File: config.mk
export PLATFORM = sky130hd
export DESIGN_NAME = char_lcd_bus_sequencer
export DESIGN_NICKNAME = d
export VERILOG_FILES = /design/src/design/clbs_pkg.sv /design/src/design/clbs_front.sv /design/src/design/clbs_cmd_queue.sv /design/src/design/clbs_back.sv /design/src/design/char_lcd_bus_sequencer.sv
export SDC_FILE = /design/constraint.sdc
export NUM_CORES = 1
export LEC_CHECK = 0
export BUFFER_PORTS_ARGS = -buffer_cell sky130_fd_sc_hd__buf_2
export CAP_MARGIN = 20
export CORE_UTILIZATION = 35
export CTS_BUF_LIST = sky130_fd_sc_hd__clkbuf_4 sky130_fd_sc_hd__clkbuf_8 sky130_fd_sc_hd__clkbuf_16
export CTS_CLUSTER_DIAMETER = 100
export DETAILED_ROUTE_END_ITERATION = 7
export HOLD_SLACK_MARGIN = 0.1
export PLACE_DENSITY = 0.58
export REMOVE_ABC_BUFFERS = 1
export SETUP_SLACK_MARGIN = 0.4
export SYNTH_ARGS = -nofsm -noshare
export SYNTH_HDL_FRONTEND = slang
export SYNTH_SLANG_ARGS = --single-unit
File: constraint.sdc
create_clock -name clk -period 2.15 [get_ports clk]
set_clock_uncertainty 0.1 [all_clocks]
set_input_delay 0.1075 -clock clk [delete_from_list [all_inputs] [get_ports clk]]
set_output_delay 0.1075 -clock clk [all_outputs]
set_load 0.005 [all_outputs]
File: src/design/clbs_pkg.sv
// Shared types, constants and decode functions for the character LCD bus sequencer.
// No dependencies; the front, queue, back and top-level files import this package.
package clbs_pkg;

  // Connection modes (configuration register values)
  localparam logic [1:0] MODE_PAR8 = 2'd0;
  localparam logic [1:0] MODE_PAR4 = 2'd1;
  localparam logic [1:0] MODE_I2C4 = 2'd2;
  localparam logic [1:0] MODE_ALT8 = 2'd3;

  // Request opcodes
  localparam logic [1:0] OP_INSTR  = 2'd0;
  localparam logic [1:0] OP_DATA   = 2'd1;
  localparam logic [1:0] OP_CURSOR = 2'd2;
  localparam logic [1:0] OP_INIT   = 2'd3;

  // Bus byte bit positions
  localparam int BIT_RS = 0;
  localparam int BIT_RW = 1;
  localparam int BIT_EN = 2;
  localparam int BIT_BL = 3;

  localparam logic [2:0] MAX_ROW       = 3'd3;
  localparam logic [7:0] SET_DDRAM     = 8'h80;
  localparam logic [5:0] HOLD_POWER_UP = 6'd50;
  localparam logic [5:0] HOLD_PHASE    = 6'd1;
  localparam logic [5:0] HOLD_NONE     = 6'd0;

  // Init sequence steps
  localparam logic [3:0] STEP_FUNC_FIRST = 4'd4;
  localparam logic [3:0] STEP_FUNC_SECOND = 4'd5;
  localparam logic [3:0] STEP_LAST       = 4'd9;

  typedef enum logic {
    CMD_WRITE,
    CMD_PREAMBLE
  } cmd_kind_t;

  // One bus write handed from the front to the back
  typedef struct packed {
    cmd_kind_t  kind;
    logic       rs;
    logic [7:0] code;
    logic [2:0] extra;     // added to the last EN-low hold
    logic       set_spd;   // start phase is over after this write
    logic       last;      // final write of the item
  } cmd_t;

  // Mode three behaves as parallel 8-bit
  function automatic logic [1:0] eff_mode(input logic [1:0] mode);
    return (mode == MODE_ALT8) ? MODE_PAR8 : mode;
  endfunction

  function automatic logic [7:0] row_base(input logic [1:0] row);
    logic [7:0] base;
    unique case (row)
      2'd0:    base = 8'd0;
      2'd1:    base = 8'd64;
      2'd2:    base = 8'd20;
      default: base = 8'd84;
    endcase
    return base;
  endfunction

  // Command for one step of the power-on init sequence
  function automatic cmd_t init_cmd(input logic [3:0] step, input logic [1:0] mode);
    cmd_t c;
    c.kind    = CMD_WRITE;
    c.rs      = 1'b0;
    c.code    = 8'h30;
    c.extra   = 3'd1;
    c.set_spd = 1'b0;
    c.last    = (step == STEP_LAST);
    unique case (step)
      4'd0: c.kind = CMD_PREAMBLE;
      4'd1: c.extra = 3'd5;
      4'd2, 4'd3: c.code = 8'h30;
      4'd4: begin
        c.code    = (mode == MODE_PAR8) ? 8'h38 : 8'h20;
        c.set_spd = (mode != MODE_PAR8);
      end
      4'd5: c.code = 8'h28;
      4'd6: c.code = 8'h08;
      4'd7: c.code = 8'h01;
      4'd8: c.code = 8'h06;
      default: c.code = 8'h0C;
    endcase
    return c;
  endfunction

endpackage

File: src/design/clbs_front.sv
// Front end: accepts request items and turns each into bus write commands.
// Depends on clbs_pkg.
module clbs_front
  import clbs_pkg::*;
(
  input  logic       clk,
  input  logic       rst,
  input  logic [1:0] mode,
  input  logic       push,
  output logic       full,
  input  logic [1:0] opcode,
  input  logic [7:0] byte_value,
  input  logic [5:0] column,
  input  logic [2:0] row,
  input  logic       q_full,
  output logic       q_push,
  output cmd_t       q_cmd
);

  typedef enum logic { F_IDLE, F_INIT } front_state_t;

  front_state_t state;
  logic [3:0]   step;
  logic         accept;
  logic [1:0]   emode;

  assign emode  = eff_mode(mode);
  assign full   = (state != F_IDLE) || q_full;
  assign accept = push && !full;

  always_comb begin
    q_cmd         = init_cmd(step, emode);
    q_push        = 1'b0;
    if (state == F_IDLE) begin
      q_cmd.kind    = CMD_WRITE;
      q_cmd.rs      = (opcode == OP_DATA);
      q_cmd.code    = byte_value;
      q_cmd.extra   = 3'd0;
      q_cmd.set_spd = 1'b0;
      q_cmd.last    = 1'b1;
      if (opcode == OP_CURSOR) begin
        q_cmd.code  = SET_DDRAM | (row_base(row[1:0]) + {2'b00, column});
        q_cmd.extra = 3'd1;
      end
      // drop cursor moves to rows that do not exist, and hand init to the sequencer
      q_push = accept && (opcode != OP_INIT) && !((opcode == OP_CURSOR) && (row > MAX_ROW));
    end else begin
      q_push = !q_full;
    end
  end

  always_ff @(posedge clk) begin
    if (rst) begin
      state <= F_IDLE;
      step  <= 4'd0;
    end else begin
      unique case (state)
        F_IDLE: begin
          if (accept && (opcode == OP_INIT)) begin
            state <= F_INIT;
            step  <= 4'd0;
          end
        end
        F_INIT: begin
          if (q_push) begin
            if (step == STEP_LAST) begin
              state <= F_IDLE;
            end else if ((step == STEP_FUNC_FIRST) && (emode == MODE_PAR8)) begin
              step <= STEP_FUNC_SECOND + 4'd1;
            end else begin
              step <= step + 4'd1;
            end
          end
        end
        default: state <= F_IDLE;
      endcase
    end
  end

endmodule

File: src/design/clbs_cmd_queue.sv
// Two-entry command queue between the front and back ends.
// Depends on clbs_pkg for the command type.
module clbs_cmd_queue
  import clbs_pkg::*;
(
  input  logic clk,
  input  logic rst,
  input  logic push,
  input  cmd_t push_cmd,
  output logic full,
  input  logic pop,
  output cmd_t head,
  output logic empty
);

  cmd_t       entry [2];
  logic       wr_ptr;
  logic       rd_ptr;
  logic [1:0] count;

  assign full  = (count == 2'd2);
  assign empty = (count == 2'd0);
  assign head  = entry[rd_ptr];

  always_ff @(posedge clk) begin
    if (push && !full) begin
      entry[wr_ptr] <= push_cmd;
    end
  end

  always_ff @(posedge clk) begin
    if (rst) begin
      wr_ptr <= 1'b0;
      rd_ptr <= 1'b0;
      count  <= 2'd0;
    end else begin
      if (push && !full) wr_ptr <= !wr_ptr;
      if (pop && !empty) rd_ptr <= !rd_ptr;
      count <= count + {1'b0, (push && !full)} - {1'b0, (pop && !empty)};
    end
  end

endmodule

File: src/design/clbs_back.sv
// Back end: executes write commands as strobes and emits one bus snapshot per cycle while pop keeps up.
// Depends on clbs_pkg; owns the pin latches and the start-phase flag.
module clbs_back
  import clbs_pkg::*;
(
  input  logic       clk,
  input  logic       rst,
  input  logic [1:0] mode,
  input  logic       q_empty,
  input  cmd_t       q_head,
  output logic       q_pop,
  output logic       empty,
  input  logic       pop,
  output logic [7:0] bus_byte,
  output logic [3:0] low_data_pins,
  output logic [5:0] hold_ms,
  output logic       last
);

  typedef enum logic [1:0] { B_IDLE, B_PRE, B_STROBE } back_state_t;

  back_state_t state;
  cmd_t        cur;
  logic        nib_sel;
  logic [1:0]  phase;
  logic        two_nib;
  logic        spd;
  logic [7:0]  latch;
  logic [3:0]  low_latch;
  logic        out_valid;

  logic [1:0]  emode;
  logic        emit_ok;
  logic        load_out;
  logic [7:0]  latch_next;
  logic [3:0]  nib;
  logic        final_strobe;
  logic [5:0]  hold_next;

  assign emode    = eff_mode(mode);
  assign emit_ok  = !out_valid || pop;
  assign load_out = ((state == B_PRE) || (state == B_STROBE)) && emit_ok;
  assign empty    = !out_valid;
  assign q_pop    = (state == B_IDLE) && !q_empty;

  assign nib          = nib_sel ? cur.code[3:0] : cur.code[7:4];
  assign final_strobe = nib_sel || !two_nib;

  always_comb begin
    latch_next = latch;
    hold_next  = HOLD_NONE;
    unique case (phase)
      2'd0: latch_next = {nib, latch[3:0] & 4'b1011};
      2'd1: begin
        latch_next[BIT_EN] = 1'b1;
        hold_next          = HOLD_PHASE;
      end
      default: begin
        latch_next[BIT_EN] = 1'b0;
        hold_next = HOLD_PHASE + (final_strobe ? {3'd0, cur.extra} : 6'd0);
      end
    endcase
  end

  always_ff @(posedge clk) begin
    if (rst) begin
      state     <= B_IDLE;
      out_valid <= 1'b0;
      spd       <= 1'b0;
      latch     <= 8'd0;
      low_latch <= 4'd0;
      phase     <= 2'd0;
      nib_sel   <= 1'b0;
      two_nib   <= 1'b0;
    end else begin
      out_valid <= load_out || (out_valid && !pop);
      unique case (state)
        B_IDLE: begin
          if (!q_empty) begin
            cur <= q_head;
            if (q_head.kind == CMD_PREAMBLE) begin
              if (emode == MODE_I2C4) latch[BIT_BL] <= 1'b1;
              spd   <= 1'b0;
              state <= B_PRE;
            end else begin
              latch[BIT_RS] <= q_head.rs;
              latch[BIT_RW] <= 1'b0;
              if (emode == MODE_PAR8) low_latch <= q_head.code[3:0];
              two_nib <= (emode != MODE_PAR8) && spd;
              nib_sel <= 1'b0;
              phase   <= 2'd0;
              state   <= B_STROBE;
            end
          end
        end
        B_PRE: begin
          if (emit_ok) begin
            bus_byte      <= (emode == MODE_I2C4) ? latch : (latch & ~(8'd1 << BIT_BL));
            low_data_pins <= (emode == MODE_PAR8) ? low_latch : 4'd0;
            hold_ms       <= HOLD_POWER_UP;
            last          <= cur.last;
            state         <= B_IDLE;
          end
        end
        B_STROBE: begin
          if (emit_ok) begin
            latch         <= latch_next;
            bus_byte      <= (emode == MODE_I2C4) ? latch_next
                                                  : (latch_next & ~(8'd1 << BIT_BL));
            low_data_pins <= (emode == MODE_PAR8) ? low_latch : 4'd0;
            hold_ms       <= hold_next;
            last          <= cur.last && final_strobe && (phase == 2'd2);
            if (phase == 2'd2) begin
              phase <= 2'd0;
              if (final_strobe) begin
                if (cur.set_spd) spd <= 1'b1;
                state <= B_IDLE;
              end else begin
                nib_sel <= 1'b1;
              end
            end else begin
              phase <= phase + 2'd1;
            end
          end
        end
        default: state <= B_IDLE;
      endcase
    end
  end

endmodule

File: src/design/char_lcd_bus_sequencer.sv
// Top level of the character LCD bus sequencer: APB mode register, front end,
// command queue and back end. Depends on clbs_pkg, clbs_front, clbs_cmd_queue, clbs_back.
//
// Drives an HD44780-style character LCD bus. Each item is an instruction write,
// a data write, a cursor move (row 0-3, column) or a power-on init request; the
// block returns the bus states to drive, one snapshot per phase, each with a hold
// time in ms, and flags the final snapshot of the item with last. A byte is one
// strobe (three snapshots) in 8-bit mode, and two nibble strobes in 4-bit or
// expander mode once the start phase of init is over. A cursor move to a row
// above three gives no snapshot at all. The front takes an item and expands it
// into bus writes; the back fetches each write from the command queue and then
// emits one snapshot per cycle while pop keeps up. An item passes through the
// command queue and the back end's command register before its first snapshot
// is registered. A new item is taken while the back still drains the previous
// one, as long as the two-entry command queue has room; during init the front
// is busy until all of its writes are queued. Mode changes over the APB port
// are meant for idle periods only.
module char_lcd_bus_sequencer
  import clbs_pkg::*;
(
  input  logic        clk,
  input  logic        rst,
  // request queue side
  input  logic        push,
  output logic        full,
  input  logic [1:0]  opcode,
  input  logic [7:0]  byte_value,
  input  logic [5:0]  column,
  input  logic [2:0]  row,
  // snapshot queue side
  output logic        empty,
  input  logic        pop,
  output logic [7:0]  bus_byte,
  output logic [3:0]  low_data_pins,
  output logic [5:0]  hold_ms,
  output logic        last,
  // configuration
  input  logic        psel,
  input  logic        penable,
  input  logic        pwrite,
  input  logic [2:0]  paddr,
  input  logic [31:0] pwdata,
  output logic [31:0] prdata,
  output logic        pready
);

  logic [1:0] connection_mode;
  logic       q_push;
  logic       q_full;
  logic       q_pop;
  logic       q_empty;
  cmd_t       q_in;
  cmd_t       q_head;

  // Single register at offset 0; the two low address bits are ignored
  assign pready = 1'b1;
  assign prdata = (paddr[2] == 1'b0) ? {30'd0, connection_mode} : 32'd0;

  always_ff @(posedge clk) begin
    if (rst) begin
      connection_mode <= MODE_PAR8;
    end else if (psel && penable && pwrite && pready && (paddr[2] == 1'b0)) begin
      connection_mode <= pwdata[1:0];
    end
  end

  // Classify requests and expand init into its write list
  clbs_front u_front (
    .clk        (clk),
    .rst        (rst),
    .mode       (connection_mode),
    .push       (push),
    .full       (full),
    .opcode     (opcode),
    .byte_value (byte_value),
    .column     (column),
    .row        (row),
    .q_full     (q_full),
    .q_push     (q_push),
    .q_cmd      (q_in)
  );

  // Decouple the front from the snapshot drain
  clbs_cmd_queue u_queue (
    .clk      (clk),
    .rst      (rst),
    .push     (q_push),
    .push_cmd (q_in),
    .full     (q_full),
    .pop      (q_pop),
    .head     (q_head),
    .empty    (q_empty)
  );

  // Run strobes and hold the result item until popped
  clbs_back u_back (
    .clk           (clk),
    .rst           (rst),
    .mode          (connection_mode),
    .q_empty       (q_empty),
    .q_head        (q_head),
    .q_pop         (q_pop),
    .empty         (empty),
    .pop           (pop),
    .bus_byte      (bus_byte),
    .low_data_pins (low_data_pins),
    .hold_ms       (hold_ms),
    .last          (last)
  );

endmodule

==> metrics.txt <==
run status complete, but fails checks; failing checks design-rule violations; Mapped Area about 4200 um^2; CP Max Fanout 3; largest net degree at the start of global routing 24; worst reg-to-reg setup slack about 360 ps; Top FF cell, synth edfxtp_1; Power Dens Cells approximately 1000 nW/um^2; Iter 0 DRT Violations 94; Hold Path Origin opcode[0]; via count between 2k and 3k; Worst Hold Path EP u_queue.entry[1][13]; Final Routed Wirelength about 7.7 mm; final RePlAce weighted congestion a little under 0.8; Site Rows 39; number of vias per cell about 4.7; CTS root buffer clkbuf_16; crit start category register; die footprint around 13000 um^2; fin nets 520; Arr. time, crit path roughly 2000 ps; Fin. Hold Viols 0; max cap viols 0; DRC viols 6; fmax between 500 and 600 MHz; RSZ-0062 raised after global routing true; DRT Pass-1 Iters 6; Num Clock Sinks 87; period utilization between 80 and 90%; CTS H-tree lvls 3; finished layout cell area 5080 um^2; CTS tree built; clk_lat worst skew between 300 and 400 ps; Crit Path Class register to register; grt ovf 0; Syn Inst Count between 300 and 400; average wire per cell in the routed design roughly 13 um; Post-synth ARST share 0%; CP Capture Type register; Routed Antenna Nets 0; Die Span Y around 110 um; share of cells above drive strength 1 29.4%; Worst EP required between 2000 and 2500 ps; synth warn 0; hold crit path type primary input to register; first-pass GRT wire length ~13 mm; pre-CTS worst setup slack between 150 and 200 ps; GRT Util Overall approximately 13%; Reg area around 2300 um^2; CTS clk-pin slew, worst paths 60 ps; Die Width roughly 110 um; antenna cell count 0; Mean Syn Cell Area around 11 um^2; RR Endpoint u_front.step[1]; Area growth, synth to finish 19.8%; Num CTS Buffers 9; Yosys cell types slightly above 50; placed cell area 4530 um^2; synthesized flop and latch total 87; multi-input logic area around 1700 um^2; worst hold slack 109 ps; Worst Hold Path Cells 2; P_leak ~1.9 nW; Worst VDD drop ~0.00043 V; Initial Utilization between 30% and 40%; EDFF count, synth 56; post-DP HPWL 5.52 mm; post-layout min period approximately 1800 ps; PortBufs 49; overall power around 5.3 mW; initial antenna violation count 0; Filler Cell Count 1089; sequential area share after synthesis a little over half; worst r2r src connection_mode[0]; CTS Buffer Depth 2; core area 11600 um^2; final setup violation count 0; Slew Limit Fails 0; vias in the first global route around 2.6k; Final WS setup 364 ps; FF-to-FF path depth 6; Ports between 100 and 150
## metrics by stage
step           setup TNS (ps)  util (%)  std cells
2_1_floorplan           -3200         -        355
3_3_place_gp                0      39.0        561
3_5_place_dp                0      39.0        561
4_1_cts                     0      42.9        588
5_1_grt                     0      43.7        595
6_report                    0      43.7        595
## worst max-delay path, cell delays in order (launching register included)
cell	delay (ps)
dfxtp_2	330
inv_2	50
ha_4	280
nand4b_1	170
nor2b_1	190
or4b_1	470
a21oi_1	130
## layout make-up
cell class	count	area share, %
Timing Repair Buffer	81	10.1
Sequential cell	87	45.6
Inverter	15	1.11
Clock inverter	6	0.739
Multi-Input combinational cell	253	34.4
Clock buffer	10	4.58
Tap cell	143	3.52
## where the power goes
part           switching, mW  internal, mW
Clock                  0.607         0.790
Sequential             0.146          2.23
Combinational          0.794         0.716
Total                   1.55          3.74
## synth_stat cells (2+ instances only)
cell,instances,area (um^2)
edfxtp_1,56,1680
nor2_1,36,135
buf_4,35,263
dfxtp_1,31,621
mux2i_1,17,170
a21oi_1,16,80.1
o21ai_0,16,80.1
inv_1,15,56.3
mux2_2,14,158
nand2_1,13,48.8
ha_1,12,150
nor2b_1,10,62.6
and2_1,9,56.3
clkbuf_1,9,33.8
buf_2,8,40.0
a211oi_1,7,52.6
nand2b_1,6,37.5
nor3_1,6,30.0
xnor2_1,6,52.6
nand3_1,5,25.0
nor3b_1,4,30.0
a31oi_1,3,18.8
nand4_1,3,18.8
nand4b_1,3,26.3
o22ai_1,3,18.8
or2_2,3,18.8
a211o_1,2,17.5
a41oi_1,2,17.5
and3b_1,2,17.5
conb_1,2,7.51
o31ai_1,2,15.0
or4_1,2,15.0
## cells by family (layout without fill, tap and decap cells)
group	Yosys count	count (layout)	synth area share, %
xor gates and xnor gates	7	7	1.45
adders and majority gates	12	12	3.54
DFF	87	87	54.3
other	2	33	0.177
buffers and inverters	68	112	9.54
AOI/OAI and AO/OA	62	62	9.48
muxes	31	31	7.74
and+or+nand+nor	108	108	13.7
## state kept, by name, summed over array words and instances (netlist names), 2 cells and up, named ones only
register / count
u_back.bus_byte: 7
u_queue.entry: 28
u_back.low_latch: 4
u_back.low_data_pins: 4
connection_mode: 2
u_back.hold_ms: 4
u_back.state: 2
u_back.phase: 2
u_back.latch: 7
u_front.step: 4
u_queue.count: 2
u_back.cur: 12
## what timing repair did
item,CTS,global route
endpoints found under the hold margin,11,0
pin swaps,4,8
gates resized for setup,16,13
hold buffers,10,0
setup endpoints to repair,14,56
setup buffers,1,7
## layer usage
layer / vias to the layer above / track usage, % / part of all wire (%)
li1: 1414 / - / -
met2: 72 / 21.9 / 49
met4: 0 / 4.80 / 1.5
met5: - / 0 / 0
met3: 11 / 2.97 / 4.0
met1: 1283 / 16.0 / 46
## worst max-delay path by stage
stage	start	end
2_1_floorplan	u_front.state	u_queue.entry[0][0]
3_3_place_gp	u_back.state[0]	u_queue.count[1]
3_5_place_dp	u_back.state[1]	u_queue.count[1]
4_1_cts	connection_mode[0]	u_front.step[1]
5_1_grt	connection_mode[0]	u_front.step[1]
6_report	connection_mode[0]	u_front.step[1]
## layout by cell type (no fill, tap or decap), types with 5 or more instances in the layout
cell	count
a211oi_1	7
dlygate4sd3_1	10
nor2_1	36
inv_1	11
clkbuf_16	9
nand2b_1	6
nand2_1	12
dfxtp_1	26
xnor2_1	6
edfxtp_1	56
mux2i_1	16
conb_1	33
mux2_2	14
o21ai_0	16
buf_2	49
buf_4	22
nor3_1	6
ha_1	5
and2_1	8
a21oi_1	16
nor2b_1	8
No activity file was read; power rests on OpenSTA's default activity.
